[src/ucd_pkg.sv]
// Shared types, constants and byte-level helpers for the UTF-8 code point decoder.
// No dependencies; every other file in src imports this package.
package ucd_pkg;

    localparam int CP_W = 21;
    localparam int MAX_RES = 3;

    localparam logic [CP_W-1:0] CP_REPLACEMENT = 21'h00fffd;
    localparam logic [CP_W-1:0] CP_VS16        = 21'h00fe0f;
    localparam logic [CP_W-1:0] CP_VS15        = 21'h00fe0e;
    localparam logic [CP_W-1:0] CP_ZWJ         = 21'h00200d;

    // Sequence lengths implied by a lead byte
    localparam logic [2:0] LEN_BAD = 3'd0;
    localparam logic [2:0] LEN_1   = 3'd1;
    localparam logic [2:0] LEN_2   = 3'd2;
    localparam logic [2:0] LEN_3   = 3'd3;
    localparam logic [2:0] LEN_4   = 3'd4;

    typedef struct packed {
        logic [CP_W-1:0] code_point;
        logic            has_code_point;
        logic            last;
    } ucd_res_t;

    // Up to three results produced by one item, packed from entry 0
    typedef struct packed {
        ucd_res_t [MAX_RES-1:0] res;
        logic [1:0]             cnt;
    } ucd_set_t;

    function automatic logic [2:0] lead_len(input logic [7:0] b);
        logic [2:0] len;
        if (b[7] == 1'b0) begin
            len = LEN_1;
        end else if ((b & 8'he0) == 8'hc0) begin
            len = LEN_2;
        end else if ((b & 8'hf0) == 8'he0) begin
            len = LEN_3;
        end else if ((b & 8'hf8) == 8'hf0) begin
            len = LEN_4;
        end else begin
            len = LEN_BAD;
        end
        return len;
    endfunction

    function automatic logic [CP_W-1:0] assemble(input logic [7:0] b0, input logic [7:0] b1,
                                                 input logic [7:0] b2, input logic [7:0] b3,
                                                 input logic [2:0] len);
        logic [CP_W-1:0] cp;
        unique case (len)
            LEN_2: cp = {10'd0, b0[4:0], b1[5:0]};
            LEN_3: cp = {5'd0, b0[3:0], b1[5:0], b2[5:0]};
            LEN_4: cp = {b0[2:0], b1[5:0], b2[5:0], b3[5:0]};
            default: cp = CP_REPLACEMENT;
        endcase
        return cp;
    endfunction

    // A byte standing alone: ASCII passes, anything else is a replacement
    function automatic logic [CP_W-1:0] single(input logic [7:0] b);
        return b[7] ? CP_REPLACEMENT : {13'd0, b};
    endfunction

    function automatic logic is_dropped(input logic [CP_W-1:0] cp);
        return (cp == CP_VS16) || (cp == CP_VS15) || (cp == CP_ZWJ);
    endfunction

endpackage

[src/ucd_step.sv]
// Per-item decode: pending sequence state plus the combinational step that turns
// one byte into a packed set of results. Depends on ucd_pkg.
module ucd_step import ucd_pkg::*; (
    input  logic       aclk,
    input  logic       aresetn,
    input  logic       advance,
    input  logic [7:0] data_byte,
    input  logic       end_of_string,
    output ucd_set_t   set
);

    logic [7:0] pend_reg [3];
    logic [1:0] pcount_reg, pcount_next;
    logic [2:0] seqlen_reg, seqlen_next;
    logic       wr_en;

    logic [7:0]      bytes_w [4];
    logic [CP_W-1:0] cand_cp [MAX_RES];
    logic            cand_v  [MAX_RES];
    logic [2:0]      pc_plus;
    logic [2:0]      len_w;

    assign pc_plus = {1'b0, pcount_reg} + 3'd1;
    assign len_w   = lead_len(data_byte);

    // Held bytes with the new byte placed right after them
    assign bytes_w[0] = (pcount_reg == 2'd0) ? data_byte : pend_reg[0];
    assign bytes_w[1] = (pcount_reg == 2'd1) ? data_byte : pend_reg[1];
    assign bytes_w[2] = (pcount_reg == 2'd2) ? data_byte : pend_reg[2];
    assign bytes_w[3] = data_byte;

    always_comb begin
        for (int i = 0; i < MAX_RES; i++) begin
            cand_cp[i] = CP_REPLACEMENT;
            cand_v[i]  = 1'b0;
        end
        pcount_next = pcount_reg;
        seqlen_next = seqlen_reg;
        wr_en       = 1'b0;
        if (end_of_string) begin
            pcount_next = 2'd0;
            seqlen_next = 3'd0;
            cand_v[0]   = 1'b1;
            if (pcount_reg == 2'd0) begin
                cand_cp[0] = single(data_byte);
            end else if (pc_plus == seqlen_reg) begin
                cand_cp[0] = assemble(bytes_w[0], bytes_w[1], bytes_w[2], bytes_w[3],
                                      seqlen_reg);
            end else begin
                // unfinished lead; bytes after it are decoded again as leads
                cand_cp[0] = CP_REPLACEMENT;
                cand_v[1]  = 1'b1;
                if (pcount_reg == 2'd1) begin
                    cand_cp[1] = single(bytes_w[1]);
                end else if (lead_len(bytes_w[1]) == LEN_2) begin
                    cand_cp[1] = assemble(bytes_w[1], bytes_w[2], 8'd0, 8'd0, LEN_2);
                end else begin
                    cand_cp[1] = single(bytes_w[1]);
                    cand_cp[2] = single(bytes_w[2]);
                    cand_v[2]  = 1'b1;
                end
            end
        end else if (pcount_reg == 2'd0) begin
            if (len_w == LEN_1) begin
                cand_cp[0] = single(data_byte);
                cand_v[0]  = 1'b1;
            end else if (len_w == LEN_BAD) begin
                cand_cp[0] = CP_REPLACEMENT;
                cand_v[0]  = 1'b1;
            end else begin
                wr_en       = 1'b1;
                pcount_next = 2'd1;
                seqlen_next = len_w;
            end
        end else if (pc_plus >= seqlen_reg || pcount_reg == 2'd3) begin
            cand_cp[0]  = assemble(bytes_w[0], bytes_w[1], bytes_w[2], bytes_w[3],
                                   (pc_plus == seqlen_reg) ? seqlen_reg : LEN_BAD);
            cand_v[0]   = 1'b1;
            pcount_next = 2'd0;
            seqlen_next = 3'd0;
        end else begin
            wr_en       = 1'b1;
            pcount_next = pc_plus[1:0];
        end
    end

    // Drop filtered code points, pack the rest, mark the end of the string
    always_comb begin
        logic [1:0] k;
        k   = 2'd0;
        set = '0;
        for (int i = 0; i < MAX_RES; i++) begin
            if (cand_v[i] && !is_dropped(cand_cp[i])) begin
                set.res[k].code_point     = cand_cp[i];
                set.res[k].has_code_point = 1'b1;
                k = k + 2'd1;
            end
        end
        if (end_of_string) begin
            if (k == 2'd0) begin
                set.res[0].last = 1'b1;
                k = 2'd1;
            end else begin
                set.res[k - 2'd1].last = 1'b1;
            end
        end
        set.cnt = k;
    end

    always_ff @(posedge aclk) begin
        if (!aresetn) begin
            pcount_reg <= 2'd0;
            seqlen_reg <= 3'd0;
        end else if (advance) begin
            pcount_reg <= pcount_next;
            seqlen_reg <= seqlen_next;
        end
    end

    always_ff @(posedge aclk) begin
        if (advance && wr_en) begin
            pend_reg[pcount_reg] <= data_byte;
        end
    end

`ifndef SYNTHESIS
    assert property (@(posedge aclk) disable iff (!aresetn)
        (pcount_reg != 2'd0) |-> ({1'b0, pcount_reg} < seqlen_reg))
        else $error("pending count reached sequence length");
    assert property (@(posedge aclk) disable iff (!aresetn)
        (pcount_reg == 2'd0) |-> (seqlen_reg == 3'd0))
        else $error("sequence length left without pending lead");
    assert property (@(posedge aclk) disable iff (!aresetn)
        (advance && end_of_string) |=> (pcount_reg == 2'd0))
        else $error("pending state not cleared at string end");
    assert property (@(posedge aclk) disable iff (!aresetn)
        (advance && !end_of_string) |-> (set.cnt <= 2'd1))
        else $error("more than one result for a mid-string byte");
`endif

endmodule

[src/ucd_result_queue.sv]
// Result register: holds up to three results of one item and hands them out
// one per cycle on the m_ channel while m_ready is high. Depends on ucd_pkg.
module ucd_result_queue import ucd_pkg::*; (
    input  logic            aclk,
    input  logic            aresetn,
    input  logic            load,
    input  ucd_set_t        set,
    output logic            free,
    output logic            m_valid,
    input  logic            m_ready,
    output logic [CP_W-1:0] m_code_point,
    output logic            m_has_code_point,
    output logic            m_last
);

    ucd_res_t   q_reg [MAX_RES];
    logic [1:0] count_reg;
    logic       pop;

    assign m_valid          = (count_reg != 2'd0);
    assign pop              = m_valid && m_ready;
    assign free             = (count_reg == 2'd0) || ((count_reg == 2'd1) && m_ready);
    assign m_code_point     = q_reg[0].code_point;
    assign m_has_code_point = q_reg[0].has_code_point;
    assign m_last           = q_reg[0].last;

    always_ff @(posedge aclk) begin
        if (!aresetn) begin
            count_reg <= 2'd0;
        end else if (load) begin
            count_reg <= set.cnt;
        end else if (pop) begin
            count_reg <= count_reg - 2'd1;
        end
    end

    always_ff @(posedge aclk) begin
        if (load) begin
            for (int i = 0; i < MAX_RES; i++) begin
                q_reg[i] <= set.res[i];
            end
        end else if (pop) begin
            q_reg[0] <= q_reg[1];
            q_reg[1] <= q_reg[2];
        end
    end

`ifndef SYNTHESIS
    assert property (@(posedge aclk) disable iff (!aresetn)
        load |-> free)
        else $error("result set loaded over undelivered results");
    assert property (@(posedge aclk) disable iff (!aresetn)
        load |=> (count_reg == $past(set.cnt)))
        else $error("result count not taken from loaded set");
    assert property (@(posedge aclk) disable iff (!aresetn)
        (count_reg > 2'd1) |-> !q_reg[0].last)
        else $error("last mark ahead of further results");
`endif

endmodule

[src/utf8_codepoint_decoder.sv]
// UTF-8 code point decoder: one byte per input item, code points out.
// Instantiates ucd_step and ucd_result_queue; depends on ucd_pkg.
//
// One byte is taken per cycle unless the input stalls, and each byte is decoded in a single
// pass from the input register into the result register, so the first result of a byte
// reaches m_ at the earliest through the input register and then the result register. Bytes
// that give zero or one result sustain one item per cycle while m_ready is high. A byte
// flagged end_of_string can give up to three results; they leave the result register one
// per cycle while m_ready is high, and a following byte that gives a result waits until the
// last of them is being taken. Sequences are not validated beyond the lead byte; U+FE0F,
// U+FE0E and U+200D are removed from the stream, and if that leaves nothing for the end of
// a string, a result with has_code_point low and last high closes it.
module utf8_codepoint_decoder import ucd_pkg::*; (
    input  logic            aclk,
    input  logic            aresetn,
    input  logic            s_valid,
    output logic            s_ready,
    input  logic [7:0]      s_data_byte,
    input  logic            s_end_of_string,
    output logic            m_valid,
    input  logic            m_ready,
    output logic [CP_W-1:0] m_code_point,
    output logic            m_has_code_point,
    output logic            m_last
);

    logic       in_valid_reg;
    logic [7:0] in_byte_reg;
    logic       in_eos_reg;
    logic       advance;
    logic       free;
    ucd_set_t   set;

    // An item moves on when its results fit, or when it has none
    assign advance = in_valid_reg && ((set.cnt == 2'd0) || free);
    assign s_ready = !in_valid_reg || advance;

    always_ff @(posedge aclk) begin
        if (!aresetn) begin
            in_valid_reg <= 1'b0;
        end else if (s_ready) begin
            in_valid_reg <= s_valid;
        end
    end

    always_ff @(posedge aclk) begin
        if (s_valid && s_ready) begin
            in_byte_reg <= s_data_byte;
            in_eos_reg  <= s_end_of_string;
        end
    end

    ucd_step u_step (
        .aclk          (aclk),
        .aresetn       (aresetn),
        .advance       (advance),
        .data_byte     (in_byte_reg),
        .end_of_string (in_eos_reg),
        .set           (set)
    );

    ucd_result_queue u_queue (
        .aclk             (aclk),
        .aresetn          (aresetn),
        .load             (advance && (set.cnt != 2'd0)),
        .set              (set),
        .free             (free),
        .m_valid          (m_valid),
        .m_ready          (m_ready),
        .m_code_point     (m_code_point),
        .m_has_code_point (m_has_code_point),
        .m_last           (m_last)
    );

`ifndef SYNTHESIS
    assert property (@(posedge aclk) disable iff (!aresetn)
        (advance && in_eos_reg) |-> (set.cnt != 2'd0))
        else $error("string end produced no result");
    assert property (@(posedge aclk) disable iff (!aresetn)
        (in_valid_reg && !advance) |-> !s_ready)
        else $error("input taken while held item is stalled");
    assert property (@(posedge aclk) disable iff (!aresetn)
        (in_valid_reg && !advance) |=> (in_valid_reg && $stable(in_byte_reg)))
        else $error("stalled input item lost or changed");
`endif

endmodule
[config.mk]
export PLATFORM = sky130hd
export DESIGN_NAME = utf8_codepoint_decoder
export DESIGN_NICKNAME = d
export VERILOG_FILES = /design/src/ucd_pkg.sv /design/src/ucd_step.sv /design/src/ucd_result_queue.sv /design/src/utf8_codepoint_decoder.sv
export SDC_FILE = /design/constraint.sdc
export NUM_CORES = 1
export LEC_CHECK = 0
export BUFFER_PORTS_ARGS = -buffer_cell sky130_fd_sc_hd__buf_2
export CAP_MARGIN = 0
export CORE_UTILIZATION = 26
export DETAILED_ROUTE_END_ITERATION = 12
export GPL_ROUTABILITY_DRIVEN = 0
export HOLD_SLACK_MARGIN = 0.03
export PLACE_DENSITY = 0.41
export SKIP_LAST_GASP = 1
export SLEW_MARGIN = 20
export SYNTH_ARGS = -nofsm -noshare
export SYNTH_HDL_FRONTEND = slang
export SYNTH_SLANG_ARGS = --single-unit
[constraint.sdc]
create_clock -name aclk -period 11.2 [get_ports aclk]
set_clock_uncertainty 0.2 [all_clocks]
set_input_delay 1.12 -clock aclk [delete_from_list [all_inputs] [get_ports aclk]]
set_output_delay 1.12 -clock aclk [all_outputs]
set_load 0.02 [all_outputs]
**After elaboration in Yosys (flattened, before gate mapping)**

Memory sizes are Yosys's and may differ from the RTL's.
Index checks and enable logic that the tools add are counted.

- Bits in registers: 17
- Memories: 2
- Memory bits (writable): 93
- Bits of input ports: 13

Memory list:

| name | depth | bits a word | read ports | clocked after Yosys merged registers in | write ports | RTL line | source |
|---|---|---|---|---|---|---|---|
| u_queue.q_reg | 3 | 23 | 3 | 0 | 3 | ucd_result_queue.sv:16 | `ucd_res_t q_reg [MAX_RES];` |
| u_step.pend_reg | 3 | 8 | 3 | 0 | 1 | ucd_step.sv:12 | `logic [7:0] pend_reg [3];` |

- Reduce and logical (&&, ||, !) cells: 37
- Add/subtract/negate cells: 5
- Equal/unequal tests: 30
- $lt $le $gt $ge: 7
- Muxes and demuxes: 95
- Bitwise operators: 2

Operator list:

| cell | count |
|---|---|
| $bwmux W69 | 5 |
| $demux W23 S2 | 5 |
| $mux W21 | 10 |
| $mux W69 | 3 |
| $eq A21 B16 Y1 const B | 6 |
| $mux W42 | 3 |
| $pmux W21 S3 | 2 |
| $mux W23 | 4 |
| $mux W68 | 1 |
| $eq A21 B14 Y1 const B | 3 |
| $mux W3 | 18 |
| $mux W16 | 3 |
| $mux W2 | 16 |
| $mux W1 | 22 |
| $mux W22 | 1 |
| $mux W8 | 2 |
| $eq A3 B2 Y1 const B | 5 |
| $eq A3 B3 Y1 const B | 4 |
| $logic_and A1 B1 Y1 | 12 |
| $eq A5 B5 Y1 const B | 2 |
| $logic_or A1 B1 Y1 | 10 |
| $eq A4 B4 Y1 const B | 2 |
| $logic_not A2 Y1 | 4 |
| $lt A2 B3 Y1 const B | 2 |
| other kinds (20) | 31 |

**Logic depth before layout (Yosys ltp)**

- Word-level depth: 35
- Gate-level depth with buffers: 17

**Hierarchy**

A second synthesis with hierarchy kept.

- Cell total of the unflattened synthesis: 517
- Area total of the unflattened synthesis: 6243.5 um2

By module, submodules not included:

| module | sequential area each (um2) | instances | area an instance (um2) | cells each |
|---|---|---|---|---|
| ucd_result_queue | 2112.0 | 1 | 3149.3 | 161 |
| ucd_step | 730.7 | 1 | 2752.6 | 337 |
| utf8_codepoint_decoder | 290.3 | 1 | 341.6 | 19 |

**Worst setup path before layout**

No wires, ideal clock.

- Path kind: register -> register
- Start: register u_step.pcount_reg[0]
- End: memory u_queue.q_reg[0][0] in the netlist's numbering, enable pin
- Data required time: 10517 ps
- Clock period less this slack: 5820 ps
- Path slack: 5380 ps
- Cell stages (with the launch flop): 13
- Library setup time: 483 ps
- Arrival: 5137 ps
- Path through: dfxtp_1 inv_1 ha_1 ha_1 and2_1 a2111oi_0 a21oi_1 nand2_1 nor3_1 o2111a_1 buf_4 buf_2 o21ai_0

RTL lines:

| item | RTL line | source |
|---|---|---|
| start: declaration | ucd_step.sv:13 | `logic [1:0] pcount_reg, pcount_next;` |
| start signal: assignment | ucd_step.sv:115 | `pcount_reg <= pcount_next;` |
| end: declaration | ucd_result_queue.sv:16 |  |

**Worst setup path in the final report**

- Start: register u_step.pcount_reg[0]
- End: output port s_ready

- Word-level cells in the longest chain between the ends: 32

Ends and longest elaborated chain:

| item | RTL line | source |
|---|---|---|
| $eq A2 B1 Y1 | ucd_step.sv:28, ucd_step.sv:53 |  |
| $mux W8 | ucd_step.sv:28 | `assign bytes_w[1] = (pcount_reg == 2'd1) ? data_byte : pend_reg[1];` |
| $eq A5 B5 Y1 | ucd_pkg.sv:40 | `end else if ((b & 8'hf8) == 8'hf0) begin` |
| $mux W3 | ucd_pkg.sv:40 |  |
| $mux W3 | ucd_pkg.sv:38 | `end else if ((b & 8'hf0) == 8'he0) begin` |
| $mux W3 | ucd_pkg.sv:36 | `end else if ((b & 8'he0) == 8'hc0) begin` |
| $mux W3 | ucd_pkg.sv:34 | `if (b[7] == 1'b0) begin` |
| $mux W3 | ucd_step.sv:53 | `if (pcount_reg == 2'd1) begin` |
| [16 not listed] | - |  |
| $mux W2 * | ucd_step.sv:93 | `if (cand_v[i] && !is_dropped(cand_cp[i])) begin` |
| $logic_not A2 Y1 | ucd_step.sv:100 | `if (k == 2'd0) begin` |
| $mux W2 | ucd_step.sv:100 |  |
| $mux W2 * | ucd_step.sv:99 | `if (end_of_string) begin` |
| $logic_not A2 Y1 * | utf8_codepoint_decoder.sv:35 | `assign advance = in_valid_reg && ((set.cnt == 2'd0) \|\| free);` |
| $logic_or A1 B1 Y1 * | utf8_codepoint_decoder.sv:35 |  |
| $logic_and A1 B1 Y1 * | utf8_codepoint_decoder.sv:35 |  |
| $logic_or A1 B1 Y1 * | utf8_codepoint_decoder.sv:36 | `assign s_ready = !in_valid_reg \|\| advance;` |
| end: declaration | utf8_codepoint_decoder.sv:17 | `output logic s_ready,` |

Every way passes the cells marked *; elsewhere a longest branch is shown, timed or not. The select of a mux whose other input is x is not followed.

==> results.toml <==
[final_layout]
num-fill-cells = 1998
multi_input_area_um2 = 2260
instances_no_fill = 753
final_layout_size_suffix_gt1_frac = 0.158
diodes = 0
nNetsFinal = 515
area_growth_pct = 11.7
largest_reg_flops = 47
layout.area.seq_um2 = 2470

[clock_network]
ctsLongestPathBuffers = 2
cts_setup_buffers = 0
post_cts_resized = 0
tritoncts = "built"
clkSlewWorstSetupHoldPaths_ns = 0.06
cts_buffers = 9
clock_sinks = 85
postCtsHoldBufs = 0
clk_latency_ns = 0.35
cts_root_buf = "clkbuf_16"
htree_num_levels = 3

[routing]
viasPerCell = 5.19
vias = 3911
drt-initial-drc-count = 351
drtAntennaViolNets = 0
drc = 0
drt-wirelength-per-cell_um = 19.5
drt_wl_total_mm = 14.7
dr.pass1.iters = 5

[synthesis]
synth_area_leaders = "edfxtp_1 46%, mux2_2 3.8%, buf_4 3.4%"
syn_nets = 507
netlist_area_um2 = 5060
synth_cell_types = 60
synth_ff_type = "edfxtp_1"
synth_top_area_frac = 0.457
synth-edff-count = 77
synth_warnings = 0
async_reset_ff_frac = 0
synth_top_area_cell = "edfxtp_1"
ys_ff_latch = 85
yosysSeqAreaShare = 0.488
syn_avg_cell_area_um2 = 10.6
synth_cells = 480

[worst_setup_path]
r2r_cells = 14
r2r_start = "u_step.pcount_reg[0]$_SDFFE_PN0P_"
cp_max_fo = 16
rr_endpoint = "u_queue.q_reg[0][15]$_DFFE_PP_"
crit_start = "u_step.pcount_reg[0]$_SDFFE_PN0P_"
cp_data_arrival_time_ns = 4.56
reg2reg_slack_ns = 5.68
crit_path_start_kind = "flip-flop"
crit_type = "reg -> out"
crit_end = "s_ready"
end_kind = "output pin"
required_ns = 9.88

[power]
p_leak_nw = 1.97
vdd_drop_max_mv = 0.0729
power.density_nw_per_um2 = 171

[placed_design]
dp_cells = 737
dp_slack_ns = 5.76
dp_hpwl_mm = 11.2
io_buffers = 37

[global_routing]
grt_pass1_vias = 3771
grt_max_degree = 21
grtUsageTotal = 0.152
grt_pass1_wl_mm = 22.6
antenna_found_initial = 0
overflow = 0

[floorplanning]
dieHeight_um = 142
row_count = 50
start_util = 0.268
num_io_pins = 38
core-area_um2 = 18900
die_area_um2 = 20000
chipWidth_um = 142

[sta]
rsz0062_at_grt = "no"
clock.fmax_mhz = 170
hold_viol_final = 0
max-slew-margin-rel = 0.326
worstMarginPinSlew_ns = 1.01
drv_slew = 0
fin_crit_sh = 0.525
setup_viol = 0
layout_setup_ws_ns = 5.32
period_minus_slack_ns = 5.88
fin_tns_setup_ns = 0
holdWs_ns = 0.331

[min_path]
whs_path_depth = 1
hold_path_class = "reg -> reg"
worstHoldStart = "u_queue.q_reg[0][34]$_DFFE_PP_"

[outcome]
status = "finished, final reports clean"

[run]
cap_viol_max_count = 0
## placed cells by master (no fill, tap or decap), drive strengths merged, types with 7 or more instances in the layout
master | synthesis | layout
ha | 13 | 13
mux2i | 17 | 17
o211ai | 16 | 16
nand2 | 39 | 39
inv | 17 | 17
nor3 | 8 | 8
nor2 | 37 | 37
a21oi | 18 | 18
and3 | 12 | 12
and2 | 7 | 7
nand3 | 22 | 22
dfxtp | 8 | 8
mux2 | 19 | 19
o22ai | 9 | 9
o21ai | 33 | 33
clkbuf | 10 | 12
a31oi | 13 | 13
edfxtp | 77 | 77
buf | 32 | 39
## cells by family (layout without fill, tap and decap cells)
family / after synthesis / count (layout) / synth area share
XOR/XNOR: 1 / 1 / 0.00173
multiplexers: 36 / 36 / 0.0781
adder cells (fa/ha/maj): 14 / 14 / 0.0361
buffers and inverters: 59 / 72 / 0.0677
AO/OA/AOI/OAI: 132 / 132 / 0.177
flip-flops: 85 / 85 / 0.488
AND/OR/NAND/NOR: 153 / 153 / 0.151
## critical path: stages, from the launching register on
cell and delay, ns:
dfxtp_1 0.36, inv_1 0.14, ha_1 0.53, mux2i_1 0.65
o22ai_1 0.20, nor4b_1 0.36, a31oi_1 0.15, nor4_2 0.53
o2111a_1 0.78, nor3_1 0.26, inv_1 0.10, buf_2 0.16
## routing by layer
layer | vias to the layer above | wire, µm | GRT usage
met5 | - | 0 | 0
met4 | 0 | 533 | 0.0787
met3 | 39 | 1270 | 0.0398
met2 | 204 | 6400 | 0.226
met1 | 1836 | 6470 | 0.204
li1 | 1832 | - | -
## how the worst min path moves through the flow
stage                     slack (ns)                                end
final                           0.33     u_queue.q_reg[0][11]$_DFFE_PP_
after global routing            0.36     u_queue.q_reg[0][25]$_DFFE_PP_
after CTS                       0.33  u_step.pcount_reg[1]$_SDFFE_PN0P_
after detailed placement        0.31  u_step.pcount_reg[1]$_SDFFE_PN0P_
after global placement          0.30  u_step.pcount_reg[1]$_SDFFE_PN0P_
after floorplan                 0.24    u_step.pend_reg[1][7]$_DFFE_PP_
## cell usage after synthesis (4+ instances only)
| master | count |
|---|---|
| nand2b_1 | 5 |
| a211oi_1 | 4 |
| nand3_1 | 22 |
| mux2i_1 | 16 |
| dfxtp_1 | 8 |
| nor4_1 | 4 |
| a211o_1 | 4 |
| o21ai_0 | 31 |
| o211ai_1 | 16 |
| o2bb2ai_1 | 5 |
| and3_1 | 12 |
| edfxtp_1 | 77 |
| buf_2 | 4 |
| nor3_1 | 8 |
| a31oi_1 | 13 |
| clkbuf_1 | 10 |
| o2111ai_1 | 4 |
| nand2_1 | 39 |
| o22ai_1 | 9 |
| o31ai_1 | 5 |
| mux2_2 | 17 |
| nor2_1 | 37 |
| buf_4 | 23 |
| ha_1 | 13 |
| a22o_1 | 4 |
| and2_1 | 7 |
| inv_1 | 17 |
| buf_6 | 4 |
| nor2b_1 | 5 |
| a21oi_1 | 18 |
## through the flow
stage	util	total power [W]	instance area, µm²
global route	0.299	0.00101	5660
CTS	0.299	0.000978	5660
detailed placement	0.282	0.000636	5320
global placement	0.282	0.000636	5320
floorplan	-	0.000592	5060
finish	0.299	0.000965	5660
## power by group
part	leakage [nW]	total [W]	switching (W)	internal, W
combinational	1.02	0.000201	0.000138	0.0000626
clock	0.157	0.000337	0.000119	0.000218
sequential	0.794	0.000427	0.0000206	0.000407
## final cells by class
cell class | instances | area share
multi-input combinational | 336 | 0.400
inverter | 17 | 0.0113
sequential | 85 | 0.437
timing repair buffer | 39 | 0.0354
clock buffer | 12 | 0.0418
clock inverter | 4 | 0.0173
tap | 260 | 0.0575
No activity file was read; power rests on OpenSTA's default activity.
